**src/hw/rtl/dsa_pkg.sv**
```systemverilog
// ----------------------------------------------------------------------------
// dsa_pkg
// shared widths, request and status codes, register indexes and the issue
// record passed from the allocation stage to the address stage
// ----------------------------------------------------------------------------
package dsa_pkg;

    localparam int SLOT_W   = 10;
    localparam int ADDR_W   = 48;
    localparam int CAP_W    = 11;
    localparam int STRIDE_W = 12;
    localparam int CFG_W    = 48;
    localparam int CFG_IDX_W = 2;

    localparam logic [1:0] REQ_ALLOC = 2'd0;
    localparam logic [1:0] REQ_FREE  = 2'd1;
    localparam logic [1:0] REQ_ADDR  = 2'd2;

    localparam logic [1:0] ST_OK       = 2'd0;
    localparam logic [1:0] ST_NOSPACE  = 2'd1;
    localparam logic [1:0] ST_OVERFLOW = 2'd2;

    localparam logic [CFG_IDX_W-1:0] CFG_CAPACITY = 2'd0;
    localparam logic [CFG_IDX_W-1:0] CFG_STRIDE   = 2'd1;
    localparam logic [CFG_IDX_W-1:0] CFG_BASE     = 2'd2;

    typedef struct packed {
        logic [SLOT_W-1:0] slot;
        logic              from_stack;
        logic              addr_en;
        logic [1:0]        status;
    } t_issue;

endpackage

```
**src/hw/rtl/dsa_addr_gen.sv**
```systemverilog
// ----------------------------------------------------------------------------
// dsa_addr_gen
// picks the granted slot, forms base plus slot times stride and holds the
// result word
// ----------------------------------------------------------------------------
module dsa_addr_gen import dsa_pkg::*; #(
    parameter int ADDRESS_BITS = 48
) (
    input  logic                i_clk,
    input  logic                i_load,
    input  t_issue              i_issue,
    input  logic [SLOT_W-1:0]   i_pop_data,
    input  logic [STRIDE_W-1:0] i_stride,
    input  logic [ADDR_W-1:0]   i_base,
    output logic [SLOT_W-1:0]   o_granted_slot,
    output logic [ADDR_W-1:0]   o_slot_address,
    output logic [1:0]          o_status
);

    localparam logic [ADDR_W-1:0] ADDR_MASK =
        (ADDRESS_BITS >= ADDR_W) ? {ADDR_W{1'b1}}
                                 : ((ADDR_W'(1) << ADDRESS_BITS) - ADDR_W'(1));

    logic [SLOT_W-1:0]          granted;
    logic [SLOT_W+STRIDE_W-1:0] prod;
    logic [ADDR_W-1:0]          sum;
    logic [ADDR_W-1:0]          n_addr;

    logic [SLOT_W-1:0]          r_granted;
    logic [ADDR_W-1:0]          r_addr;
    logic [1:0]                 r_status;

    always_comb begin
        granted = i_issue.from_stack ? i_pop_data : i_issue.slot;
        prod    = (SLOT_W + STRIDE_W)'(granted) * (SLOT_W + STRIDE_W)'(i_stride);
        sum     = i_base + ADDR_W'(prod);
        n_addr  = i_issue.addr_en ? (sum & ADDR_MASK) : '0;
    end

    always_ff @(posedge i_clk) begin
        if (i_load) begin
            r_granted <= granted;
            r_addr    <= n_addr;
            r_status  <= i_issue.status;
        end
    end

    assign o_granted_slot = r_granted;
    assign o_slot_address = r_addr;
    assign o_status       = r_status;

endmodule

```
**config.mk**
```make
export PLATFORM = sky130hd
export DESIGN_NAME = dsa_addr_gen
export DESIGN_NICKNAME = d
export VERILOG_FILES = /design/src/hw/rtl/dsa_pkg.sv /design/src/hw/rtl/dsa_addr_gen.sv
export SDC_FILE = /design/constraint.sdc
export NUM_CORES = 1
export LEC_CHECK = 0
export ABC_AREA = 1
export ABC_CLOCK_PERIOD_IN_PS = 15100
export BUFFER_PORTS_ARGS = -buffer_cell sky130_fd_sc_hd__buf_2
export CELL_PAD_IN_SITES_DETAIL_PLACEMENT = 0
export CELL_PAD_IN_SITES_GLOBAL_PLACEMENT = 1
export CORE_ASPECT_RATIO = 2
export CORE_MARGIN = 2
export CORE_UTILIZATION = 46
export DETAILED_ROUTE_END_ITERATION = 16
export HOLD_SLACK_MARGIN = 0.02
export PLACE_DENSITY = 0.86
export SLEW_MARGIN = 5
export SYNTH_ARGS = -nofsm -noshare
export SYNTH_HDL_FRONTEND = slang
export SYNTH_SLANG_ARGS = --single-unit
```
**constraint.sdc**
```tcl
create_clock -name i_clk -period 15.1 [get_ports i_clk]
set_input_delay 3.02 -clock i_clk [delete_from_list [all_inputs] [get_ports i_clk]]
set_output_delay 3.02 -clock i_clk [all_outputs]
set_load 0.005 [all_outputs]
```
==> impl_metrics.csv, run 1 <==
group,metric,value,unit
logic_synthesis,yosysWarnings,0,
route,wl_met2,14.3,mm
floorplanning,rows,70,
cts,cts_buffers,9,
cts,cts_resized,0,
logic_synthesis,yosys.area_share.simple,27.2,%
grt,grt_remaining_overflow,0,
sta,timing.hold.ws,2840,ps
logic_synthesis,netlist_area,0.00847,mm^2
pwr,power,2.34,mW
floorplanning,core,0.0181,mm^2
setup_path,critPathRequiredTime,15210,ps
cts,clock_path_buffers,2,
setup_path,worstPathMaxFanout,11,
final_layout,antenna_cells,0,
route,drc,0,
run,drv_cap,0,
logic_synthesis,ys_seq_elements,60,
placed_design,dpl.hpwl,22.5,mm
route,drt-initial-drc-count,224,
floorplanning,die_h,196,um
route,drt-vias-per-instance,4.97,
floorplanning,initial_core_util,46.7,%
floorplanning,num_io_pins,146,
logic_synthesis,synth_ff_type,"edfxtp_1",
placed_design,port_buffers,145,
logic_synthesis,synth_compound_area_share,4.83,%
final_layout,layout.cells.non_filler,1513,
logic_synthesis,yosys.area.top_type_share,23.6,%
setup_path,crit_path_end_kind,"flop",
final_layout,final_core_util,54.0,%
route,wire_per_inst,17.4,um
logic_synthesis,synthXorXnorAreaFrac,0.103,%
cts,cts_sinks,60,
logic_synthesis,synth_seq_area_share,21.3,%
logic_synthesis,synth_mux_area_share,0,%
route,num_vias,7519,
sta,tns,0,ps
logic_synthesis,synth_edf_count,60,
sta,tightest_slew,855,ps
sta,final_max_slew_viol_count,0,
setup_path,cp-start-kind,"input port",
logic_synthesis,syn_area_per_cell,7.38,um^2
sta,hold_viol,0,
logic_synthesis,syn_inst,1147,
route,wl_met1,8.36,mm
cts,cts_root_buf,"clkbuf_16",
logic_synthesis,yosysUniqueCellTypes,36,
setup_path,arrival,8730,ps
status,outcome,"finished clean",
cts,post-cts-setup-buffer-count,0,
grt,grt_pass1_wl,41.6,mm
route,routed_wl,26.3,mm
final_layout,fin_nets,1540,
floorplanning,die-area,0.0196,mm^2
logic_synthesis,synth_top_family_by_area,"adder cells",
sta,rsz0062_at_grt,"no",
cts,tritoncts,"built",
worst_hold_path,min_path_cells,1,
sta,relSlewSlack,43.0,%
logic_synthesis,yosysMostFrequentCell,"nand2_1",
final_layout,area_growth,15.7,%
route,top_layer_used,"met4",
setup_path,path_class,"in -> reg",
logic_synthesis,synthesis.nets,1395,
grt,grtUsageTotal,28.8,%
pwr,p_leak,5.45,nW
logic_synthesis,synth_adder_area_share,32.8,%
floorplanning,die_x,99.9,um
sta,period_minus_slack,8620,ps
placed_design,placed_cells,1497,
route,met3WireLength,792,um
logic_synthesis,synth_common_cells,"nand2_1 (308), inv_1 (283), nor2_1 (118)",
final_layout,drive_gt1_share,18.0,%
sta,max_freq,0.116,GHz
pwr,power_density,238,mW/mm^2
cts,cts.clk_slew.worst_paths,60,ps
sta,period_share,57.1,%
sta,setup_viol,0,
logic_synthesis,yosys.area.top_type,"fa_1",
cts,cts_max_level,3,
logic_synthesis,synth_area_leaders,"fa_1 (24%), edfxtp_1 (21%), nand2_1 (14%)",
cts,ctsHoldBuffers,0,
logic_synthesis,async_flop_share,0,%
pwr,ir_drop,0.000152,V
route,first_pass_iters,5,
route,detail-route-antenna-nets,0,
grt,grt_max_degree,61,
grt,antenna_found_initial,0,
grt,grt_pass1_vias,8078,
worst_hold_path,holdCritPathClass,"in -> reg",
placed_design,gp_congestion,0.958,
flip-flops by register name (all words and copies together) (netlist names):
name            flops
o_status            2
o_granted_slot     10
o_slot_address     48
routing by layer:
layer / track usage [%] / vias up
met5: 0 / -
met4: 25.2 / 0
met3: 2.53 / 116
met2: 53.7 / 244
met1: 26.9 / 3442
li1: - / 3717
cells in the final DEF (no fill, tap or decap), types with 2 or more instances in the layout:
| cell | Yosys | layout |
|---|---|---|
| nand3_2 | 4 | 4 |
| a21boi_1 | 2 | 2 |
| nand4_1 | 5 | 5 |
| nand2_1 | 308 | 308 |
| inv_6 | 0 | 2 |
| nand2_2 | 13 | 13 |
| nor2_1 | 118 | 118 |
| nor3_1 | 8 | 8 |
| o21a_1 | 2 | 2 |
| buf_4 | 0 | 2 |
| inv_2 | 10 | 10 |
| buf_2 | 2 | 145 |
| clkinv_1 | 3 | 3 |
| fa_1 | 100 | 100 |
| or2_1 | 2 | 2 |
| edfxtp_1 | 60 | 60 |
| a21oi_1 | 44 | 44 |
| nand3_1 | 40 | 40 |
| or2_2 | 14 | 14 |
| nor2_2 | 14 | 14 |
| and2_1 | 4 | 4 |
| o21ai_2 | 5 | 5 |
| o21ai_0 | 16 | 16 |
| inv_1 | 283 | 283 |
| ha_1 | 62 | 62 |
| bufinv_16 | 0 | 4 |
| clkbuf_16 | 0 | 9 |
| nor3_2 | 7 | 7 |
final timing paths:
| check | from | endpoint | slack [ps] |
|---|---|---|---|
| setup / recovery | i_issue[3] | o_slot_address[34] | 6480 |
| hold / removal | i_issue[0] | o_status[0] | 2840 |
kinds of logic after synthesis:
family                     Yosys count
and+or+nand+nor                    541
buffers and inverters              309
adders and majority gates          162
AOI/OAI and AO/OA                   74
DFF                                 60
xor gates and xnor gates             1
worst max-delay path, cell delays in order:
cell      delay [ps]
buf_2            190
inv_1            170
or2_2            300
nand2_1          170
clkinv_1         350
nand2_1          200
fa_1             440
fa_1             510
inv_1             60
fa_1             520
fa_1             560
inv_1             60
fa_1             530
inv_1             40
ha_1             440
nand2_1          150
inv_1            110
nand2_2          110
nor3_2           240
nand2_1           90
nand2_1          140
nand2_2           80
nand2_2           70
nand3_1           70
nand2_1           60
nor2_1            50
per-stage QoR:
stage	setup slack [ps]	instance area [um^2]
2_1_floorplan	7140	8470
6_report	6480	9800
4_1_cts	6550	9800
5_1_grt	6170	9800
3_3_place_gp	6230	9430
3_5_place_dp	6210	9430
where the power goes:
part / switching, mW / leakage (nW) / internal (mW)
Combinational: 1.21 / 4.69 / 0.590
Clock: 0.0900 / 0.177 / 0.179
Sequential: 0.0108 / 0.581 / 0.253
layout make-up:
type	instances	area, um^2
sequential	60	1800
clock inverter	7	145
fill	1854	8330
timing repair buffer	147	741
inverter	296	1110
tap	216	270
multi-input combinational	778	5500
clock buffer	9	225
(Power assumes the default switching activity.)
==> inputs of run 2 (changes only) <==
ABC_CLOCK_PERIOD_IN_PS = 8500   (was 15100)
CORE_UTILIZATION = 42   (was 46)
PLACE_DENSITY = 0.79   (was 0.86)
clock period = 8.5 ns   (was 15.1 ns; I/O delays follow)
==> impl_metrics.csv, run 2 (same netlist as run 1, synthesis figures left out) <==
group,metric,value,unit
floorplanning,core,0.0198,mm^2
setup_path,cp_slowest_cell,"fa_1",
pwr,power,4.06,mW
route,num_vias,7436,
pwr,p_leak,5.42,nW
route,drt-initial-drc-count,220,
sta,setup_viol,0,
floorplanning,die_x,104,um
final_layout,antenna_cells,0,
cts,cts_buffers,9,
cts,cts_resized,0,
grt,grtUsageTotal,27.0,%
status,outcome,"finished clean",
floorplanning,die-area,0.0214,mm^2
pwr,ir_drop,0.000264,V
setup_path,path_class,"in -> reg",
route,detail-route-antenna-nets,0,
setup_path,path_buf_inv,7,
cts,post-cts-setup-buffer-count,0,
placed_design,gp_congestion,0.959,
final_layout,largest_reg_flops,48,
placed_design,dpl.hpwl,23.4,mm
pwr,power_density,415,mW/mm^2
sta,period_share,84.1,%
final_layout,drive_gt1_share,18.1,%
route,drc,0,
grt,antenna_found_initial,0,
sta,relSlewSlack,42.3,%
run,drv_cap,0,
floorplanning,num_io_pins,146,
sta,final_max_slew_viol_count,0,
cts,cts_root_buf,"clkbuf_16",
setup_path,path_cells,"buf_2 > inv_1 > or2_2 > nand2_1 > clkinv_1 > nand2_1 > fa_1 > fa_1 > inv_1 > fa_1 > fa_1 > inv_1 > fa_1 > inv_1 > ha_1 > nand2_1 > inv_1 > nand2_2 > nor2_1 > nand4_1 > nand3_1 > nand2_1 > a21oi_1 > nor2_1",
grt,grt_max_degree,61,
final_layout,final_cell_mix,"nand2_1 (308), inv_1 (283), buf_2 (145)",
final_layout,final_common_cell,"nand2_1",
cts,ctsHoldBuffers,0,
cts,cts_sinks,60,
placed_design,port_buffers,145,
final_layout,fill_cells,2122,
setup_path,path_delay_family,"adder cells",
cts,clock_path_buffers,2,
sta,period_minus_slack,7150,ps
setup_path,cp-start-kind,"input port",
route,drt-vias-per-instance,4.76,
sta,hold_viol,0,
route,wire_per_inst,17.4,um
setup_path,critPathRequiredTime,8600,ps
final_layout,fin_nets,1543,
setup_path,crit_path_end_kind,"flop",
final_layout,area_growth,15.7,%
setup_path,arrival,7250,ps
cts,cts.clk_slew.worst_paths,60,ps
sta,max_freq,0.140,GHz
floorplanning,rows,73,
floorplanning,initial_core_util,42.7,%
grt,grt_remaining_overflow,0,
worst_hold_path,holdCritPathClass,"in -> reg",
sta,rsz0062_at_grt,"no",
setup_path,critPathMaxStageDelay,550,ps
grt,grt_pass1_wl,42.4,mm
floorplanning,die_h,205,um
route,first_pass_iters,4,
setup_path,worstPathMaxFanout,11,
cts,cts_max_level,3,
grt,grt_pass1_vias,7981,
sta,tns,0,ps
sta,tightest_slew,865,ps
cts,tritoncts,"built",
route,routed_wl,27.3,mm
[run 2: changes by cell type in the layout (fill, tap and decap cells not counted), sizes merged]
cell,before,now
clkinvlp,1,2
clkinv,3,5
clkbuf,9,10
bufinv,4,1
buf,147,150
inv,295,294
[run 2: worst paths after layout]
| kind | slack [ps] | from | cells after the start | to |
|---|---|---|---|---|
| max | 1350 | i_issue[3] | 24 | o_slot_address[38] |
| min | 1520 | i_issue[0] | 1 | o_status[0] |
[run 2: layer usage]
layer | global-route usage (%) | share of wire, % | vias up
met4 | 18.5 | 7.6 | 0
met5 | 0 | 0 | -
li1 | - | - | 3715
met2 | 54.6 | 57 | 179
met1 | 24.0 | 33 | 3479
met3 | 3.34 | 2.7 | 63
[run 2: power breakdown]
part	internal (mW)	switching, mW
sequential	0.449	0.0241
clock	0.227	0.154
combinational	1.05	2.16
[run 2: area by class of cell]
class	count	area, um^2	share of cell area, %
multi-input cells	778	5500	56.2
flip-flops and latches	60	1800	18.4
inverters	296	1110	11.3
repair buffers	150	763	7.79
well taps	262	328	3.35
clock buffers	10	229	2.34
clock inverters	6	63.8	0.651
[run 2: stage by stage]
step           setup WS, ps  utilization (%)  area (um^2)  hold WS, ps  instances
3_5_place_dp            984             48.0         9510         1880       1546
4_1_cts                1340             49.4         9800         1500       1562
3_3_place_gp           1020             48.0         9510         1880       1546
5_1_grt                 885             49.4         9800         1510       1562
6_report               1350             49.4         9800         1520       1562
2_1_floorplan          1860                -         8470         1800       1147
==> inputs of run 3 (changes only) <==
ABC_CLOCK_PERIOD_IN_PS = 6250   (was 8500)
CORE_UTILIZATION = 38   (was 42)
PLACE_DENSITY = 0.75   (was 0.79)
clock period = 6.25 ns   (was 8.5 ns; I/O delays follow)
==> impl_metrics.csv, run 3 (same netlist as run 1, synthesis figures left out) <==
group,metric,value,unit
status,outcome,"finished clean",
final_layout,largest_reg_flops,48,
sta,final_max_slew_viol_count,0,
final_layout,postLayoutCellArea,0.0108,mm^2
placed_design,dp_slack,-501,ps
route,first_pass_iters,5,
setup_path,critPathRequiredTime,6350,ps
placed_design,placed_cell_area,0.0102,mm^2
sta,period_minus_slack,6090,ps
final_layout,area_growth,27.2,%
final_layout,fill_cells,2284,
pwr,p_leak,5.88,nW
worst_hold_path,min_path_cells,1,
setup_path,crit_path_end_kind,"flop",
floorplanning,die-area,0.0236,mm^2
sta,tightest_slew,866,ps
grt,antenna_found_initial,0,
grt,grt_max_degree,61,
setup_path,arrival,6190,ps
grt,grt_pass1_vias,8310,
setup_path,cp-start-kind,"input port",
pwr,internal_power,3.39,mW
route,detail-route-antenna-nets,0,
pwr,power_frac_comb,84.2,%
pwr,p_clk_share,6.8,%
route,drc,0,
cts,cts_sinks,60,
route,drt-initial-drc-count,336,
sta,period_share,97.4,%
pwr,power_density,658,mW/mm^2
route,wire_per_inst,16.7,um
grt,grtUsageTotal,25.1,%
final_layout,antenna_cells,0,
cts,cts_max_level,3,
floorplanning,core,0.0220,mm^2
sta,timing.final.ws_setup,160,ps
cts,cts_root_buf,"clkbuf_16",
pwr,power,7.08,mW
final_layout,fin_nets,1628,
sta,rsz0062_at_grt,"yes",
route,num_vias,7783,
floorplanning,die_x,110,um
placed_design,dpl.hpwl,23.6,mm
cts,cts.clk_slew.worst_paths,60,ps
setup_path,path_class,"in -> reg",
pwr,ir_drop,0.000315,V
sta,timing.hold.ws,1070,ps
grt,grt_remaining_overflow,0,
cts,tritoncts,"built",
placed_design,port_buffers,145,
worst_hold_path,holdCritPathClass,"in -> reg",
sta,tns,0,ps
route,routed_wl,27.7,mm
cts,clock_path_buffers,2,
setup_path,worstPathMaxFanout,9,
worst_hold_path,worstHoldEndpoint,"o_status[0]",
floorplanning,rows,77,
cts,cts_buffers,9,
placed_design,gp_congestion,0.950,
worst_hold_path,min_from,"i_issue[0]",
final_layout,final_core_util,49.0,%
sta,max_freq,0.164,GHz
pwr,p_sw,3.70,mW
floorplanning,initial_core_util,38.5,%
pwr,pwr-share-seq,9.0,%
placed_design,placed_cells,1644,
route,drt-vias-per-instance,4.69,
final_layout,final_cell_mix,"nand2_1 (294), inv_1 (279), buf_2 (145)",
sta,relSlewSlack,42.3,%
floorplanning,num_io_pins,146,
final_layout,drive_gt1_share,26.5,%
final_layout,final_common_cell,"nand2_1",
sta,setup_viol,0,
final_layout,layout.cells.non_filler,1661,
pwr,p_sw_share,52.2,%
grt,grt_pass1_wl,43.2,mm
run,drv_cap,0,
sta,hold_viol,0,
cts,ctsHoldBuffers,0,
floorplanning,die_h,215,um
-- run 3: cell types whose count changed in the layout (fill, tap and decap cells not counted), sizes merged --
cell | before | now
inv | 294 | 297
clkinv | 5 | 4
buf | 150 | 235
clkbuf | 10 | 9
bufinv | 1 | 0
-- run 3: area by class of cell --
cell class	instances	area, um^2	share of cell area [%]
Inverter	296	1120	10.4
Sequential cell	60	1800	16.7
Timing Repair Buffer	235	1430	13.2
Tap cell	276	345	3.21
Multi-Input combinational cell	778	5810	53.9
Clock inverter	7	42.5	0.395
Clock buffer	9	225	2.09
-- run 3: how the worst max path moves through the flow --
| stage | startpoint | endpoint | slack (ps) |
|---|---|---|---|
| 2_1_floorplan | i_issue[3] | o_slot_address[34] | 60 |
| 3_3_place_gp | i_issue[3] | o_slot_address[22] | -480 |
| 3_5_place_dp | i_issue[3] | o_slot_address[38] | -500 |
| 4_1_cts | i_issue[3] | o_slot_address[18] | 7 |
| 5_1_grt | i_issue[3] | o_slot_address[37] | -50 |
| 6_report | i_issue[3] | o_slot_address[38] | 160 |
-- run 3: power groups by stage --
| stage | combinational (mW) | clock [mW] | sequential (mW) |
|---|---|---|---|
| 2_1_floorplan | 3.16 | 0 | 0.652 |
| 3_3_place_gp | 5.32 | 0 | 0.644 |
| 3_5_place_dp | 5.33 | 0 | 0.646 |
| 4_1_cts | 5.44 | 0.501 | 0.638 |
| 5_1_grt | 6.68 | 0.507 | 0.644 |
| 6_report | 5.96 | 0.482 | 0.637 |
-- run 3: layer usage --
| layer | up-vias | global-route usage (%) | share of wire (%) |
|---|---|---|---|
| met5 | - | 0 | 0 |
| met4 | 0 | 18.1 | 8.5 |
| met3 | 84 | 2.79 | 2.7 |
| met2 | 199 | 47.7 | 57 |
| met1 | 3607 | 23.6 | 32 |
| li1 | 3893 | - | - |
-- run 3: timing repair --
| action | CTS | global route |
|---|---|---|
| setup buffers | 0 | 1 |
| gates resized for setup | 8 | 66 |
| gates cloned | 0 | 0 |
| setup endpoints to repair | 20 | 39 |
| pin swaps | 0 | 13 |
-- run 3: worst max-delay path, stage by stage --
cell and delay, ps:
buf_2 130, buf_12 140, or2_2 320, o21ai_4 100, buf_4 150, buf_4 150, nor2_1 70, fa_1 520
fa_2 460, fa_1 460, fa_1 520, inv_1 60, fa_1 530, inv_1 70, ha_4 290, nand2_1 80
inv_1 80, nand2_2 120, nor2_4 140, nand4_1 150, nand3_4 130, nand2_1 80, a21oi_1 120, nor2_1 60
